`config.mk`:
```
export PLATFORM = sky130hd
export DESIGN_NAME = srl_seq
export DESIGN_NICKNAME = d
export VERILOG_FILES = /design/src/sv/srl_pkg.sv /design/src/sv/srl_seq.sv
export SDC_FILE = /design/constraint.sdc
export NUM_CORES = 1
export LEC_CHECK = 0
export ABC_AREA = 1
export BUFFER_PORTS_ARGS = -buffer_cell sky130_fd_sc_hd__buf_2
export CAP_MARGIN = 25
export CORE_MARGIN = 3
export CORE_UTILIZATION = 50
export CTS_CLUSTER_DIAMETER = 30
export DETAILED_ROUTE_END_ITERATION = 10
export GPL_TIMING_DRIVEN = 0
export PLACE_DENSITY = 0.88
export SYNTH_ARGS = -nofsm -noshare
export SYNTH_HDL_FRONTEND = slang
export SYNTH_SLANG_ARGS = --single-unit
```
`constraint.sdc`:
```
create_clock -name clk -period 3.59 [get_ports clk]
set_input_delay 0.1795 -clock clk [delete_from_list [all_inputs] [get_ports clk]]
set_output_delay 0.1795 -clock clk [all_outputs]
set_load 0.02 [all_outputs]
```
`src/sv/srl_pkg.sv`:
```
// ----------------------------------------------------------------------------
// srl_pkg: shared definitions for the smallest containing rectangle lookup
// Default sizes, opcodes, sequencer states and the sequencer control word.
// ----------------------------------------------------------------------------
package srl_pkg;

  localparam int MAX_ZONES_DEF  = 64;
  localparam int COORD_BITS_DEF = 20;

  // Width of the zone count register and of the reported zone index.
  localparam int CFG_W = 7;
  localparam int IDX_W = 6;

  localparam logic OP_WRITE = 1'b0;
  localparam logic OP_QUERY = 1'b1;

  typedef enum logic [1:0] {
    ST_IDLE,
    ST_SCAN,
    ST_DRAIN,
    ST_FINISH
  } seq_state_t;

  typedef struct packed {
    logic idle;
    logic issue;
    logic load_out;
  } seq_ctrl_t;

endpackage

```
`src/sv/srl_seq.sv`:
```
// ----------------------------------------------------------------------------
// srl_seq: query sequencer
// Steps the read address over the entries in use, waits for the evaluation
// pipeline to empty, then hands the result to the output register.
// ----------------------------------------------------------------------------
module srl_seq #(
  parameter int AW = 6,
  parameter int CW = 7
) (
  input  logic                clk,
  input  logic                rst_n,
  input  logic                start,
  input  logic [CW-1:0]       limit,
  input  logic                busy,
  input  logic                out_free,
  output srl_pkg::seq_ctrl_t  ctrl,
  output logic [AW-1:0]       addr
);

  srl_pkg::seq_state_t state_r, state_nxt;
  logic [AW-1:0]       addr_r, addr_nxt;

  always_ff @(posedge clk) begin
    if (!rst_n) begin
      state_r <= srl_pkg::ST_IDLE;
      addr_r  <= '0;
    end else begin
      state_r <= state_nxt;
      addr_r  <= addr_nxt;
    end
  end

  always_comb begin
    state_nxt     = state_r;
    addr_nxt      = addr_r;
    ctrl.idle     = 1'b0;
    ctrl.issue    = 1'b0;
    ctrl.load_out = 1'b0;
    case (state_r)
      srl_pkg::ST_IDLE: begin
        ctrl.idle = 1'b1;
        if (start) begin
          addr_nxt  = '0;
          state_nxt = (limit == '0) ? srl_pkg::ST_DRAIN : srl_pkg::ST_SCAN;
        end
      end
      srl_pkg::ST_SCAN: begin
        ctrl.issue = 1'b1;
        addr_nxt   = addr_r + AW'(1);
        if (CW'(addr_r) + CW'(1) == limit) begin
          state_nxt = srl_pkg::ST_DRAIN;
        end
      end
      srl_pkg::ST_DRAIN: begin
        if (!busy) begin
          state_nxt = srl_pkg::ST_FINISH;
        end
      end
      srl_pkg::ST_FINISH: begin
        if (out_free) begin
          ctrl.load_out = 1'b1;
          state_nxt     = srl_pkg::ST_IDLE;
        end
      end
      default: begin
        state_nxt = srl_pkg::ST_IDLE;
      end
    endcase
  end

  assign addr = addr_r;

endmodule

```
==> impl_metrics.xml <==
<?xml version="1.0" encoding="UTF-8"?>
<metrics>
  <group name="route">
    <metric name="antenna_left" unit="">0</metric>
    <metric name="post_drt_via_cell_ratio" unit="">5.03</metric>
    <metric name="drt_pre_antenna_iters" unit="">4</metric>
    <metric name="post_drt_wl_per_cell" unit="um">10.4</metric>
    <metric name="detailroute.via_count" unit="">805</metric>
    <metric name="detail_route.wirelength" unit="um">1660</metric>
    <metric name="drt-initial-drc-count" unit="">31</metric>
    <metric name="drcViolationCount" unit="">0</metric>
  </group>
  <group name="synthesis">
    <metric name="syn_inst" unit="">123</metric>
    <metric name="ys_seq_area_share" unit="%">23.2</metric>
    <metric name="number_of_warning_messages_in_the_yosys_log" unit="">0</metric>
    <metric name="post_synth_instance_area" unit="um2">689</metric>
    <metric name="mappedNetlistNets" unit="">140</metric>
    <metric name="synth.ff_latch_count" unit="">8</metric>
    <metric name="post_synthesis_mean_instance_area" unit="um2">5.60</metric>
    <metric name="synth_edf_count" unit="">0</metric>
    <metric name="asyncSetResetFlopFracSynth" unit="%">0</metric>
    <metric name="yosys.cell_types.count" unit="">13</metric>
    <metric name="synth.largest_area_cell" unit="">sky130_fd_sc_hd__dfxtp_1</metric>
    <metric name="synthFlopType" unit="">sky130_fd_sc_hd__dfxtp_1</metric>
    <metric name="synth.most_common_cell" unit="">sky130_fd_sc_hd__nand2_1</metric>
    <metric name="synth_area_leaders" unit="">sky130_fd_sc_hd__dfxtp_1 (23%), sky130_fd_sc_hd__nand2_1 (21%), sky130_fd_sc_hd__inv_1 (14%)</metric>
    <metric name="yosys-top-cells-count" unit="">sky130_fd_sc_hd__nand2_1 (39), sky130_fd_sc_hd__inv_1 (25), sky130_fd_sc_hd__nand3_1 (16)</metric>
    <metric name="area_share_of_the_largest_cell_type_after_synthesis" unit="%">23.2</metric>
  </group>
  <group name="worst_setup_path">
    <metric name="timing.critical_path.required" unit="ns">3.74</metric>
    <metric name="crit_type" unit="">reg2reg</metric>
    <metric name="worst_setup_start_kind" unit="">flip-flop</metric>
    <metric name="worst-endpoint-arrival" unit="ns">1.90</metric>
    <metric name="critical_path.reg2reg.endpoint" unit="">state_r[0]</metric>
    <metric name="critical_path.max_fanout" unit="">8</metric>
    <metric name="slowest_cell_delay_on_critical_path" unit="ns">0.46</metric>
    <metric name="critical-path-slowest-cell" unit="">sky130_fd_sc_hd__dfxtp_1</metric>
    <metric name="cp_endpoint_kind" unit="">flip-flop</metric>
    <metric name="worst_r2r_startpoint" unit="">addr[0]</metric>
    <metric name="cp_common_cell" unit="">sky130_fd_sc_hd__nand2_1</metric>
    <metric name="worst_r2r_path_depth" unit="">12</metric>
    <metric name="worst-r2r-setup-slack" unit="ns">1.83</metric>
    <metric name="crit_path_cell_trace" unit="">ha_1, nand2_2, nor2_1, nand2_1, nand2_1, nand2_1, nor2_1, nand3_1, nand2_2, nand3_1, nand2_1, nor2_1</metric>
    <metric name="critical_path.startpoint" unit="">addr[0]</metric>
  </group>
  <group name="run_status">
    <metric name="status" unit="">completed</metric>
  </group>
  <group name="global_routing">
    <metric name="grt_start_max_net_pins" unit="">9</metric>
    <metric name="globalRoute.totalOverflow" unit="">0</metric>
    <metric name="grt_first_pass_wirelength" unit="um">3040</metric>
    <metric name="global_route_usage_over_all_layers" unit="%">21.3</metric>
    <metric name="grt_pass1_vias" unit="">752</metric>
    <metric name="antenna_found_initial" unit="">0</metric>
  </group>
  <group name="die">
    <metric name="top_level_ports" unit="">21</metric>
    <metric name="die_width" unit="um">43.1</metric>
    <metric name="chipHeight" unit="um">43.1</metric>
    <metric name="floorplan.initialDensity" unit="%">57.4</metric>
    <metric name="coreArea" unit="mm2">0.00120</metric>
    <metric name="row_count" unit="">12</metric>
    <metric name="die_area" unit="mm2">0.00186</metric>
  </group>
  <group name="pwr">
    <metric name="power.switching_fraction" unit="%">45.1</metric>
    <metric name="powerDensity" unit="mW/mm2">467</metric>
    <metric name="ir_worst_vdd" unit="mV">0.400</metric>
    <metric name="power.share.sequential" unit="%">31.6</metric>
    <metric name="power.clock.fraction" unit="%">17.4</metric>
    <metric name="power.net_switching" unit="W">0.000175</metric>
    <metric name="p_int" unit="W">0.000213</metric>
    <metric name="power.share.combinational" unit="%">51.0</metric>
    <metric name="p_leak" unit="nW">0.467</metric>
  </group>
  <group name="cts">
    <metric name="clock_tree.root_cell" unit="">sky130_fd_sc_hd__clkbuf_4</metric>
    <metric name="clock_latency" unit="ns">0.25</metric>
    <metric name="cts.path.max_buffers" unit="">2</metric>
    <metric name="cts_resized" unit="">0</metric>
    <metric name="clock_sinks" unit="">8</metric>
    <metric name="post-cts-setup-buffers" unit="">0</metric>
    <metric name="cts_buffers" unit="">3</metric>
    <metric name="cts_hold_repair.buffers" unit="">0</metric>
    <metric name="h-tree-depth" unit="">1</metric>
    <metric name="worst_setup_hold_path_clk_slew" unit="ns">0.05</metric>
    <metric name="tritoncts" unit="">done</metric>
  </group>
  <group name="timing">
    <metric name="final.hold.worst_slack" unit="ns">0.176</metric>
    <metric name="timing.final.ws_setup" unit="ns">1.83</metric>
    <metric name="setup_repair_after_global_routing_missed_its_margin" unit="">false</metric>
    <metric name="report.final.hold_viol_count" unit="">0</metric>
    <metric name="fin_tns_setup" unit="ns">0</metric>
    <metric name="slew_viol_final" unit="">0</metric>
    <metric name="slew_headroom" unit="%">65.3</metric>
    <metric name="finalWorstPathRequiredPeriod" unit="ns">1.76</metric>
    <metric name="final.setup_skew" unit="ns">0.000985</metric>
    <metric name="worst_pin_slew" unit="ns">0.521</metric>
    <metric name="setup_viol" unit="">0</metric>
    <metric name="timing.fmax" unit="MHz">569</metric>
    <metric name="post-route-period-util" unit="%">48.9</metric>
  </group>
  <group name="placed_design">
    <metric name="half_perimeter_wire_length_after_detailed_placement" unit="um">1380</metric>
    <metric name="pre_cts_ws" unit="ns">1.86</metric>
    <metric name="port-buffer-count" unit="">20</metric>
    <metric name="place_congestion" unit="">0.812</metric>
  </group>
  <group name="final_layout">
    <metric name="final_nets" unit="">165</metric>
    <metric name="n_fill_cell" unit="">115</metric>
    <metric name="diodes" unit="">0</metric>
    <metric name="layout-drive-gt1-share" unit="%">17.1</metric>
    <metric name="syn_to_final_growth" unit="%">20.3</metric>
  </group>
  <group name="min_path">
    <metric name="hold-path-cell-count" unit="">3</metric>
    <metric name="min_to" unit="">state_r[1]</metric>
    <metric name="hold_class" unit="">in2reg</metric>
    <metric name="hold_path.startpoint" unit="">rst_n</metric>
  </group>
  <group name="flow_run">
    <metric name="cap_viol_max_count" unit="">0</metric>
  </group>
</metrics>
## final cells by class
type	count	area (um2)	area share, %
multi-input combinational	90	435	52.5
sequential	8	160	19.3
timing repair buffer	20	100	12.1
inverter	25	93.8	11.3
clock buffer	3	22.5	2.71
tap	14	17.5	2.11
## stage by stage
stage          area (um2)  power, W  util [%]  cells
3_5_place_dp          807  0.000322      67.2    157
2_1_floorplan         689  0.000271         -    123
3_3_place_gp          807  0.000316      67.2    157
4_1_cts               830  0.000391      69.1    160
5_1_grt               830  0.000429      69.1    160
6_report              830  0.000388      69.1    160
## per-layer routing
layer | GRT usage [%] | up-vias | routed length, um
li1 | - | 432 | -
met5 | 0 | - | 0
met4 | 10.8 | 0 | 30
met3 | 3.81 | 3 | 69
met2 | 33.0 | 23 | 766
met1 | 27.7 | 347 | 798
## power by group through the flow
stage / registers [W] / logic, W / clock network [W]
after global placement: 0.000123 / 0.000193 / 0
final: 0.000123 / 0.000198 / 0.0000673
after global routing: 0.000126 / 0.000224 / 0.0000782
after floorplan: 0.000125 / 0.000146 / 0
after CTS: 0.000123 / 0.000198 / 0.0000711
after detailed placement: 0.000124 / 0.000197 / 0
## worst max-delay path by stage
stage               cells past startpoint         end  slack, ns
finish                                 12  state_r[0]       1.83
global route                           12  state_r[1]       1.61
CTS                                    12  state_r[0]       1.84
detailed placement                     12  state_r[0]       1.86
global placement                       12  state_r[0]       1.89
floorplan                              12  state_r[0]       1.91
## worst max-delay path, delay by kind of cell, from the launching register on
kind	cells	cell delay, ns
simple gates	11	0.94
flops	1	0.46
fa+ha+maj	1	0.25
## sequential cells by signal, indices dropped and copies added, names as in the netlist
name and flops:
addr 6, state_r 2
## kinds of logic after synthesis
logic type / share of synthesized area, %
AND/OR/NAND/NOR: 43.0
buffers and inverters: 13.6
AO/OA/AOI/OAI: 11.1
flip-flops: 23.2
adder cells (fa/ha/maj): 9.07
## cells in the final DEF (no fill, tap or decap), drive strengths merged
cell type,n
clkbuf,3
buf,20
o21ai,1
dfxtp,8
nand4,1
ha,5
o21bai,1
nor3,2
a221oi,1
nand3,16
a21oi,11
nand2,41
nor2,11
inv,25
(Power assumes the default switching activity.)
