## src/sv/srl_pkg.sv

```systemverilog
// ----------------------------------------------------------------------------
// srl_pkg: shared definitions for the smallest containing rectangle lookup
// Default sizes, opcodes, sequencer states and the sequencer control word.
// ----------------------------------------------------------------------------
package srl_pkg;

  localparam int MAX_ZONES_DEF  = 64;
  localparam int COORD_BITS_DEF = 20;

  // Width of the zone count register and of the reported zone index.
  localparam int CFG_W = 7;
  localparam int IDX_W = 6;

  localparam logic OP_WRITE = 1'b0;
  localparam logic OP_QUERY = 1'b1;

  typedef enum logic [1:0] {
    ST_IDLE,
    ST_SCAN,
    ST_DRAIN,
    ST_FINISH
  } seq_state_t;

  typedef struct packed {
    logic idle;
    logic issue;
    logic load_out;
  } seq_ctrl_t;

endpackage

```

## src/sv/srl_eval.sv

```systemverilog
// ----------------------------------------------------------------------------
// srl_eval: containment and size evaluation unit
// Tests one stored rectangle per cycle against the query point, computes its
// width plus height, and keeps the smallest hit seen so far.
// ----------------------------------------------------------------------------
module srl_eval #(
  parameter int COORD_BITS = srl_pkg::COORD_BITS_DEF,
  parameter int AW         = 6
) (
  input  logic                         clk,
  input  logic                         rst_n,
  input  logic                         start,
  input  logic signed [COORD_BITS-1:0] qx,
  input  logic signed [COORD_BITS-1:0] qy,
  input  logic                         issue,
  input  logic [AW-1:0]                addr,
  input  logic signed [COORD_BITS-1:0] x_min,
  input  logic signed [COORD_BITS-1:0] x_max,
  input  logic signed [COORD_BITS-1:0] y_min,
  input  logic signed [COORD_BITS-1:0] y_max,
  output logic                         busy,
  output logic                         have,
  output logic [AW-1:0]                best_idx
);

  localparam int C = COORD_BITS;

  logic signed [C-1:0] qx_r, qy_r;

  // Stage one: memory read in flight, tagged with its entry index.
  logic          v1_r;
  logic [AW-1:0] idx1_r;

  // Stage two: containment flag and size of one entry.
  logic          v2_r;
  logic          hit2_r;
  logic [C:0]    size2_r;
  logic [AW-1:0] idx2_r;

  logic          have_r;
  logic [C:0]    best_size_r;
  logic [AW-1:0] best_idx_r;

  logic            hit_w;
  logic signed [C:0] dx_w, dy_w;
  logic [C:0]      size_w;

  always_comb begin
    hit_w = (x_min <= qx_r) && (qx_r <= x_max) && (y_min <= qy_r) && (qy_r <= y_max);
    dx_w  = (C+1)'(x_max) - (C+1)'(x_min);
    dy_w  = (C+1)'(y_max) - (C+1)'(y_min);
    // Both spans are never negative, so their low bits hold the full value.
    size_w = {1'b0, dx_w[C-1:0]} + {1'b0, dy_w[C-1:0]};
  end

  always_ff @(posedge clk) begin
    if (!rst_n) begin
      v1_r   <= 1'b0;
      v2_r   <= 1'b0;
      have_r <= 1'b0;
    end else begin
      v1_r <= issue;
      v2_r <= v1_r;
      if (start) begin
        have_r <= 1'b0;
      end else if (v2_r && hit2_r && (!have_r || size2_r < best_size_r)) begin
        have_r <= 1'b1;
      end
    end
  end

  always_ff @(posedge clk) begin
    if (start) begin
      qx_r <= qx;
      qy_r <= qy;
    end
    idx1_r  <= addr;
    hit2_r  <= hit_w;
    size2_r <= size_w;
    idx2_r  <= idx1_r;
    // Strict less-than keeps the lowest index on a tie.
    if (!start && v2_r && hit2_r && (!have_r || size2_r < best_size_r)) begin
      best_size_r <= size2_r;
      best_idx_r  <= idx2_r;
    end
  end

  assign busy     = v1_r | v2_r;
  assign have     = have_r;
  assign best_idx = best_idx_r;

endmodule

```

## config.mk

```make
export PLATFORM = sky130hd
export DESIGN_NAME = srl_eval
export DESIGN_NICKNAME = d
export VERILOG_FILES = /design/src/sv/srl_pkg.sv /design/src/sv/srl_eval.sv
export SDC_FILE = /design/constraint.sdc
export NUM_CORES = 1
export LEC_CHECK = 0
export BUFFER_PORTS_ARGS = -buffer_cell sky130_fd_sc_hd__clkbuf_2
export CAP_MARGIN = 40
export CORE_MARGIN = 8
export CORE_UTILIZATION = 40
export CTS_CLUSTER_DIAMETER = 60
export DETAILED_ROUTE_END_ITERATION = 10
export PLACE_DENSITY_LB_ADDON = 0.2
export SYNTH_ARGS = -nofsm -noshare
export SYNTH_HDL_FRONTEND = slang
export SYNTH_SLANG_ARGS = --single-unit
```

## constraint.sdc

```tcl
create_clock -name clk -period 5.05 [get_ports clk]
set_clock_uncertainty 0.1 [all_clocks]
set_input_delay 0.505 -clock clk [delete_from_list [all_inputs] [get_ports clk]]
set_output_delay 0.505 -clock clk [all_outputs]
set_load 0.02 [all_outputs]
```

==> key figures, run 1 <==
Critical path
  • Max FO, Critical Path: 4
  • Crit end category: flop
  • Crit path required time: between 5 and 6 ns
  • Crit path cell chain: clkbuf_2 > inv_1 > ha_1 > inv_1 > fa_1 > a211oi_1 > nor4bb_1 > a211oi_1 > o311a_1 > a21oi_1 > nand4_1 > nand3b_1 > xor2_1 > ha_1 > a21o_1 > a211o_1 > o31ai_1 > xnor2_1
  • Crit path largest cell delay: around 0.47 ns
  • Reg2Reg Depth: 11
  • Startpoint Class: primary input
  • Kind of critical path: in -> reg
  • Worst EP arrival: ~4.3 ns
  • Worst path slowest cell: a211oi_1

Drt
  • Detail Route Antenna Nets: 0
  • Post-Route WL: 18400 um
  • DR pass1 iterations: 5
  • Via count: ~6300
  • DRC: 0
  • DR WL/cell: roughly 15 um
  • Initial DRC count: ~260
  • Mean number of vias per cell: 4.97

CTS
  • CTS tree: yes
  • Num CTS Buffers: 9
  • Worst skew pair latency: between 0.3 and 0.4 ns
  • CTS Hold Buffers Added: 0
  • Clock H-tree levels: 3
  • Clk root buf: clkbuf_16
  • Clock-pin slew on the worst setup and hold paths: ~0.080 ns
  • CTS max path bufs: 2
  • Setup Buffers After CTS: 0
  • Post-cts resize count: 0
  • Clock sink count: between 100 and 150

Place
  • Final GP Congestion: around 0.84
  • HPWL after detailed placement: 15700 um
  • Buffers on Ports: 137
  • Dpl ws: 0.666 ns

Global route
  • GRT busiest layer: met2
  • Met1 usage: 0.198
  • Met3 GRT Util: 0.0352
  • Initial antenna violation count: 0
  • First-pass GRT wire length: ~30000 um
  • Vias in the first global route: about 6300
  • GRT Overall Usage: 0.154
  • Largest net degree at the start of global routing: 43
  • Total grt overflow: 0
  • M2 GR Usage: 0.250

STA
  • Worst-Margin Slew: about 0.61 ns
  • FMAX: roughly 250 MHz
  • Final hold vios: 0
  • Clock period minus worst slack: between 4 and 5 ns
  • Final setup margin: roughly 1 ns
  • Final setup viols: 0
  • Setup TNS: 0 ns
  • Pins over their slew limit: 0
  • RSZ-0062 raised after global routing: false
  • Final hold slack: 0.134 ns
  • Tcrit/Tclk final: 0.806
  • Normalized max-slew margin: 0.595

Yosys
  • Post-synth top area share: 0.250
  • Seq cells post-synth: between 100 and 150
  • Synth area leader: edfxtp_1
  • Sequential share of the synthesized area: 0.342
  • Count leader, synth: inv_1
  • Mean post-synth cell area: 9.60 um2
  • Primary FF master, synth: edfxtp_1
  • Synth top area cells: edfxtp_1 (25%), ha_1 (25%), dfxtp_1 (9.2%)
  • Syn nets: roughly 1100
  • Ys async rst share: 0
  • Yosys warnings: 0
  • Post-synth EDFFs: 67
  • Number of distinct library cells after synthesis: 61
  • Syn Inst Count: 839
  • Mapped cell area: ~8100 um2
  • Top cells by count, synth: inv_1 (160), ha_1 (158), edfxtp_1 (67)

Floorplan
  • FP Rows: 52
  • Die X: between 150 and 200 um
  • Core footprint: between 15000 and 20000 um2
  • IO Pins: 138
  • Die area: around 25000 um2
  • Starting Density: 0.403
  • Die Ht: around 160 um

Finish
  • Post-layout util: 0.472
  • Fillers: approximately 1900
  • Share of cells above drive strength 1: 0.170
  • Final net count: ~1300
  • Area growth syn-to-layout: 17.1%
  • N_diodes: 0

Worst hold path
  • Hold WC Path Type: in -> reg
  • Hold path cells: 1

Power and ir drop
  • Leak: 4.82 nW
  • Power per Cell Area: 317 nW/um2
  • Worst vdd rail ir drop: approximately 170 uV

Outcome
  • Outcome: complete, no violations

Run
  • Total of max-cap violations: 0
==> worst max-delay path, delay by kind of cell <==
kind,cells,cell delay [ns]
AOI/OAI and AO/OA,7,1.98
adders and majority gates,3,0.91
and+or+nand+nor,3,0.36
xor gates and xnor gates,2,0.31
buffers and inverters,3,0.20
==> layout make-up <==
cell class	instances	area (um2)	area share
clock inverter	7	80.1	0.00849
tap	270	338	0.0358
sequential	104	2750	0.292
inverter	160	601	0.0636
multi-input combinational	575	4720	0.500
timing repair buffer	139	721	0.0764
clock buffer	9	225	0.0239
==> path summary, 6_finish.rpt <==
| kind | slack (ns) | end | startpoint |
|---|---|---|---|
| worst max-delay path | 0.98 | size2_r[19]$_DFF_P_ | x_max[0] |
| worst min-delay path | 0.13 | idx1_r[1]$_DFF_P_ | addr[1] |
| worst max register to register | 2.08 | best_size_r[0]$_DFFE_PP_ | best_size_r[6]$_DFFE_PP_ |
| worst min register to register | 0.23 | idx2_r[1]$_DFF_P_ | idx1_r[1]$_DFF_P_ |
==> flip-flops by register name, summed over array words and instances (netlist names) <==
signal,flops
idx1_r,6
have,1
best_size_r,21
v2_r,1
hit2_r,1
size2_r,21
idx2_r,6
qy_r,20
qx_r,20
v1_r,1
best_idx,6
==> cell usage in the layout, fill, tap and decap left out, types with 4 or more instances in the layout <==
cell       netlist  routed
clkbuf_16        0       9
nand2b_1         8       8
xor2_1          11      11
nand3_1          5       5
nor2b_1         10      10
xnor2_1         37      37
inv_1          160     160
nand2_1         21      21
a211oi_1         8       8
nor3_1          12      12
o21a_1          11      11
or3_1            5       5
o21bai_1         4       4
nor2_1          35      35
edfxtp_1        67      67
and2_1           7       7
a21oi_1         49      49
clkbuf_2         0     137
nand4_1         25      25
o211ai_1         5       5
o21ai_0         41      41
nor4_1           6       6
ha_1           158     158
a31oi_1          8       7
dfxtp_1         37      37
o21ai_1          7       7
a21o_1          48      48
==> layer usage <==
layer  part of all wire  vias to the layer above
li1                   -                     3305
met1               0.47                     2807
met2               0.45                      142
met3              0.053                       25
met4              0.019                        0
met5                  0                        -
==> where the power goes <==
part | switching [W] | total [W] | internal [W]
Combinational | 0.000611 | 0.00115 | 0.000537
Sequential | 0.0000651 | 0.00112 | 0.00106
Clock | 0.000367 | 0.000722 | 0.000354
==> stage by stage <==
stage,cell area (um2),cells,power [W]
6_report,9440,1264,0.00299
3_5_place_dp,9130,1248,0.00229
4_1_cts,9440,1264,0.00303
5_1_grt,9440,1264,0.00324
3_3_place_gp,9100,1247,0.00228
2_1_floorplan,8060,839,0.00199
==> cell families (layout without fill, tap and decap cells) <==
family | Yosys count | after routing | synth area share
flip-flops | 104 | 104 | 0.342
XOR/XNOR | 48 | 48 | 0.0522
multiplexers | 2 | 2 | 0.00264
adder cells (fa/ha/maj) | 161 | 161 | 0.253
AO/OA/AOI/OAI | 212 | 212 | 0.174
AND/OR/NAND/NOR | 152 | 152 | 0.102
buffers and inverters | 160 | 315 | 0.0745
Note: power is estimated with default switching activity, not from simulation.
==> run 2, diff against run 1 <==
clock period = 3.6 ns   (was 5.05 ns; I/O delays follow)
==> run 2 against run 1 <==
Net effect:
- wire length increased by 4.9%
- critical endpoint is now size2_r[16]$_DFF_P_
- combinational power increased by 72%
- utilization is 4.3 points higher
- worst setup slack worse by 0.94 ns
- highest routed layer unchanged
- sequential power rose by 41%
- final cell count up 6.9%
- hold slack lost 0.072 ns
- clock-buffer cell count did not move
- non-clock buffer count is 87 higher
- first-iteration DRC count down 22%
- critical path type unchanged
- sequential cell count is the same
==> key figures, run 2 (synthesis results as in run 1) <==
Drt
  • Via count: around 6600
  • DRC: 0
  • DR WL/cell: around 14 um
  • Mean number of vias per cell: 4.86
  • Post-Route WL: ~19000 um
  • DR pass1 iterations: 4
  • Initial DRC count: between 150 and 200
  • Detail Route Antenna Nets: 0

Floorplan
  • Core footprint: around 20000 um2
  • FP Rows: 52
  • Die X: 158 um
  • Starting Density: 0.403
  • Die Ht: roughly 160 um
  • IO Pins: 138
  • Die area: 24900 um2

STA
  • FMAX: 281 MHz
  • Final setup margin: about 0.038 ns
  • Final setup viols: 0
  • RSZ-0062 raised after global routing: true
  • Worst-Margin Slew: about 0.74 ns
  • Clock period minus worst slack: 3.56 ns
  • Final hold slack: approximately 0.062 ns
  • Pins over their slew limit: 0
  • Final hold vios: 0
  • Normalized max-slew margin: 0.508
  • Tcrit/Tclk final: 0.990

CTS
  • Worst skew pair latency: 0.36 ns
  • Clock H-tree levels: 3
  • Clock-pin slew on the worst setup and hold paths: ~0.080 ns
  • CTS tree: yes
  • Clk root buf: clkbuf_16
  • Num CTS Buffers: 9
  • CTS max path bufs: 2
  • Clock sink count: around 100

Place
  • Final GP Congestion: between 0.8 and 0.9
  • HPWL after detailed placement: about 16000 um
  • Dpl ws: -0.400 ns
  • Buffers on Ports: between 100 and 150
  • Placed Area: 9720 um2

Power and ir drop
  • Worst vdd rail ir drop: about 280 uV
  • Internal power: ~0.0030 W
  • Total Power: around 0.0046 W
  • Leak: around 5.3 nW
  • Net switching power: roughly 0.0016 W
  • Power per Cell Area: ~450 nW/um2
  • Clk pwr share: 0.223
  • Gate power share: 0.432
  • Switching Fraction: 0.346
  • Sequential share of power: 0.344

Global route
  • GRT Overall Usage: 0.159
  • Vias in the first global route: slightly below 7000
  • Largest net degree at the start of global routing: between 40 and 50
  • First-pass GRT wire length: approximately 31000 um
  • Initial antenna violation count: 0
  • Total grt overflow: 0

Critical path
  • Reg2Reg Depth: 11
  • Reg2reg end: best_size_r[1]$_DFFE_PP_
  • Worst EP arrival: 3.71 ns
  • Crit end category: flop
  • Max FO, Critical Path: 3
  • FF-to-FF setup slack: 0.68 ns
  • Crit path cell chain: buf_8 > inv_4 > ha_4 > inv_2 > fa_2 > a21o_1 > a21oi_2 > o211ai_2 > a41oi_2 > a221oi_2 > or4_4 > nand2_4 > xnor2_4 > ha_4 > buf_6 > inv_4 > nor3_2 > a31oi_1 > o21ai_1 > a311o_1
  • Startpoint Class: primary input
  • Kind of critical path: in -> reg
  • Crit path largest cell delay: about 0.51 ns
  • RR Startpoint: best_size_r[6]$_DFFE_PP_
  • Crit path required time: around 3.8 ns
  • Worst path slowest cell: or4_4

Finish
  • Final net count: between 1000 and 1500
  • Most frequent cells in the layout: inv_1 (156), ha_1 (156), clkbuf_2 (135)
  • Top flop regs: best_size_r x21, size2_r x21
  • N_diodes: 0
  • Reg area: ~2800 um2
  • Post-layout util: 0.515
  • Area growth syn-to-layout: 27.7%
  • Final Instance Area: about 10000 um2
  • Share of cells above drive strength 1: 0.256
  • Fillers: 1894
  • Multi-input logic area: 4880 um2

Worst hold path
  • Hold WC Path Type: in -> reg
  • Worst hold start: qy[16]
  • Hold path cells: 1
  • Hold EP: qy_r[16]$_DFFE_PP_

Outcome
  • Outcome: complete, no violations

Run
  • Total of max-cap violations: 0
==> run 2: stage by stage <==
| step | setup TNS, ns | std cells |
|---|---|---|
| final | 0 | 1351 |
| after global routing | -0.223 | 1351 |
| after CTS | 0 | 1348 |
| after detailed placement | -2.16 | 1326 |
| after global placement | -2.09 | 1326 |
| after floorplan | 0 | 839 |
==> run 2: layer usage <==
layer | GRT usage | share of wire | wire length [um] | vias up
li1 | - | - | - | 3473
met4 | 0.0597 | 0.022 | 426 | 0
met2 | 0.272 | 0.47 | 9080 | 108
met5 | 0 | 0 | 0 | -
met1 | 0.196 | 0.46 | 8970 | 2961
met3 | 0.0306 | 0.043 | 837 | 21
==> run 2: final cells by class <==
class,instances,area share
clock buffer,9,0.0219
inverter,160,0.0589
clock inverter,7,0.00839
sequential,104,0.268
tap,270,0.0328
multi-input combinational,575,0.474
timing repair buffer,226,0.136
==> run 2: critical path: cells and delay by family <==
| family | cells | cell delay [ns] |
|---|---|---|
| xor+xnor | 1 | 0.13 |
| compound gates | 8 | 1.53 |
| buf+inv | 5 | 0.35 |
| simple gates | 3 | 0.65 |
| fa+ha+maj | 3 | 0.69 |
==> run 2: repair_timing <==
| item | in CTS | in global routing |
|---|---|---|
| setup buffers | 0 | 3 |
| cloned | 0 | 0 |
| gates resized for setup | 1 | 40 |
| hold buffers | 6 | 0 |
| endpoints found under the setup margin | 4 | 5 |
| endpoints found under the hold margin | 6 | 0 |
| pin swaps | 0 | 25 |
==> run 2: power by group through the flow <==
stage	registers, W	clock network [W]	logic (W)
after floorplan	0.00157	0	0.00123
after global placement	0.00160	0	0.00184
after detailed placement	0.00161	0	0.00186
after CTS	0.00158	0.00106	0.00188
after global routing	0.00160	0.00110	0.00224
final	0.00158	0.00103	0.00198
==> run 2: how the worst max path moves through the flow <==
stage	startpoint	endpoint
detailed placement	x_max[0]	size2_r[17]$_DFF_P_
CTS	x_max[0]	size2_r[17]$_DFF_P_
finish	y_max[0]	size2_r[16]$_DFF_P_
global route	x_min[1]	size2_r[17]$_DFF_P_
floorplan	y_max[0]	size2_r[19]$_DFF_P_
global placement	x_max[0]	size2_r[17]$_DFF_P_
==> run 3, diff against run 2 <==
CELL_PAD_IN_SITES_DETAIL_PLACEMENT = 0   (was unset)
CELL_PAD_IN_SITES_GLOBAL_PLACEMENT = 2   (was unset)
CORE_UTILIZATION = 32   (was 40)
PLACE_DENSITY = 0.84   (was unset)
PLACE_DENSITY_LB_ADDON = unset   (was 0.2)
==> run 3 against run 2 <==
Net effect:
- final cell count grew 5.8%
- clock power rose by 7%
- clock-buffer cell count is 1 higher
- sequential share of layout area is 0.53 points lower
- first-iteration DRC count increased by 14%
- die area is 22% higher
- critical path depth is 3 lower
- fmax increased by 0.54%
- non-clock buffer count increased by 19
- critical path type unchanged
- critical endpoint unchanged
==> key figures, run 3 (synthesis results as in run 1) <==
Outcome
  • Outcome: complete, no violations

STA
  • Tcrit/Tclk final: 0.984
  • Final hold slack: approximately 0.066 ns
  • Clock period minus worst slack: approximately 3.5 ns
  • Setup TNS: 0 ns
  • RSZ-0062 raised after global routing: true
  • Pins over their slew limit: 0
  • Final setup viols: 0
  • Final hold vios: 0
  • Worst-Margin Slew: ~0.74 ns
  • FMAX: approximately 280 MHz
  • Normalized max-slew margin: 0.504

Power and ir drop
  • Worst vdd rail ir drop: between 200 and 250 uV
  • Gate power share: 0.428
  • Internal power: approximately 0.0031 W
  • Sequential share of power: 0.337
  • Leak: approximately 5.4 nW
  • Power per Cell Area: ~450 nW/um2
  • Clk pwr share: 0.235
  • Switching Fraction: 0.335
  • Net switching power: ~0.0016 W

Critical path
  • Reg2Reg Depth: 10
  • RR Startpoint: qx_r[5]$_DFFE_PP_
  • Worst EP arrival: roughly 3.7 ns
  • Startpoint Class: primary input
  • Kind of critical path: in -> reg
  • Crit path required time: ~3.8 ns
  • Worst setup startpoint: x_max[0]
  • Max FO, Critical Path: 4
  • Crit end category: flop
  • Critical Path End: size2_r[16]$_DFF_P_
  • FF-to-FF setup slack: around 0.58 ns
  • Reg2reg end: hit2_r$_DFF_P_

CTS
  • CTS max path bufs: 2
  • Clock sink count: approximately 100
  • Clock-pin slew on the worst setup and hold paths: 0.08 ns
  • Clk root buf: clkbuf_16
  • Worst skew pair latency: approximately 0.36 ns
  • CTS tree: yes
  • Clock H-tree levels: 3
  • Num CTS Buffers: 9

Drt
  • Detail Route Antenna Nets: 0
  • Post-Route WL: 20100 um
  • DRC: 0
  • DR WL/cell: around 14 um
  • Initial DRC count: 225
  • Mean number of vias per cell: approximately 4.6
  • Via count: around 6600
  • DR pass1 iterations: 4

Worst hold path
  • Hold WC Path Type: in -> reg

Global route
  • Total grt overflow: 0
  • Vias in the first global route: ~6800
  • GRT Overall Usage: 0.131
  • Initial antenna violation count: 0
  • Largest net degree at the start of global routing: 42
  • First-pass GRT wire length: roughly 33000 um

Floorplan
  • Die area: 30500 um2
  • Die Ht: between 150 and 200 um
  • IO Pins: roughly 140
  • Die X: around 170 um
  • Core footprint: roughly 25000 um2
  • Starting Density: 0.323
  • FP Rows: 58

Finish
  • N_diodes: 0
  • Share of cells above drive strength 1: 0.265
  • Final net count: around 1400
  • Layout Cells excl Fill: around 1400
  • Final Instance Area: 10500 um2
  • Commonest non-fill, non-tap cell in the layout: inv_1
  • Area growth syn-to-layout: 30.2%
  • Top flop regs: best_size_r x21, size2_r x21
  • Most frequent cells in the layout: inv_1 (157), ha_1 (156), clkbuf_2 (136)

Place
  • HPWL after detailed placement: approximately 17000 um
  • Final GP Congestion: approximately 0.85
  • Placed cell count: roughly 1400
  • Buffers on Ports: 137
  • Placed Area: 9920 um2

Run
  • Total of max-cap violations: 0
[run 3: how the worst min path moves through the flow]
| stage | end | slack, ns | startpoint | cells after the start |
|---|---|---|---|---|
| 2_1_floorplan | idx2_r[0]$_DFF_P_ | 0.21 | idx1_r[0]$_DFF_P_ | 0 |
| 3_3_place_gp | idx2_r[0]$_DFF_P_ | 0.21 | idx1_r[0]$_DFF_P_ | 0 |
| 3_5_place_dp | idx2_r[0]$_DFF_P_ | 0.21 | idx1_r[0]$_DFF_P_ | 0 |
| 4_1_cts | qy_r[1]$_DFFE_PP_ | 0.05 | qy[1] | 1 |
| 5_1_grt | qy_r[17]$_DFFE_PP_ | 0.05 | qy[17] | 1 |
| 6_report | qy_r[1]$_DFFE_PP_ | 0.07 | qy[1] | 1 |
[run 3: cell type report]
cell class / count / area, um2
inverters: 160 / 603
repair buffers: 245 / 1530
flip-flops and latches: 104 / 2750
multi-input cells: 575 / 4860
clock inverters: 6 / 83.8
clock buffers: 10 / 250
fillers: 2521 / 14500
well taps: 330 / 413
[run 3: routing by layer]
layer  track usage  vias up  share of wire
li1              -     3503              -
met1         0.167     2989           0.48
met2         0.222       94           0.47
met3        0.0317       13          0.040
met4        0.0300        0         0.0090
met5             0        -              0
[run 3: worst max-delay path, cell delays in order]
cell	delay (ns)
buf_6	0.10
inv_4	0.05
ha_4	0.13
inv_2	0.04
fa_2	0.38
a211oi_4	0.27
buf_4	0.15
o21bai_1	0.05
a21oi_1	0.16
xnor2_1	0.15
ha_1	0.31
a21oi_2	0.15
o211ai_1	0.17
o2111ai_2	0.32
a31oi_4	0.14
o31a_1	0.38
a311o_1	0.38
[run 3: power groups by stage]
stage,clock network [W],logic (W),registers [W]
6_report,0.00110,0.00200,0.00158
2_1_floorplan,0,0.00123,0.00157
3_5_place_dp,0,0.00190,0.00161
3_3_place_gp,0,0.00189,0.00160
5_1_grt,0.00118,0.00226,0.00160
4_1_cts,0.00114,0.00193,0.00158
[run 3: repair_timing]
| item | 4_1_cts | 5_1_grt |
|---|---|---|
| resized for setup | 2 | 29 |
| buffers inserted | 0 | 6 |
| endpoints found under the hold margin | 6 | 0 |
| pin swaps | 0 | 20 |
| endpoints found under the setup margin | 3 | 5 |
| hold buffers | 6 | 0 |
[run 3: per-stage QoR]
stage	utilization	total power, W	setup WS [ns]
after floorplan	-	0.00280	0.0172
final	0.420	0.00468	0.0569
after global routing	0.420	0.00503	-0.0877
after CTS	0.414	0.00465	0.0450
after global placement	0.397	0.00349	-0.360
after detailed placement	0.397	0.00351	-0.440
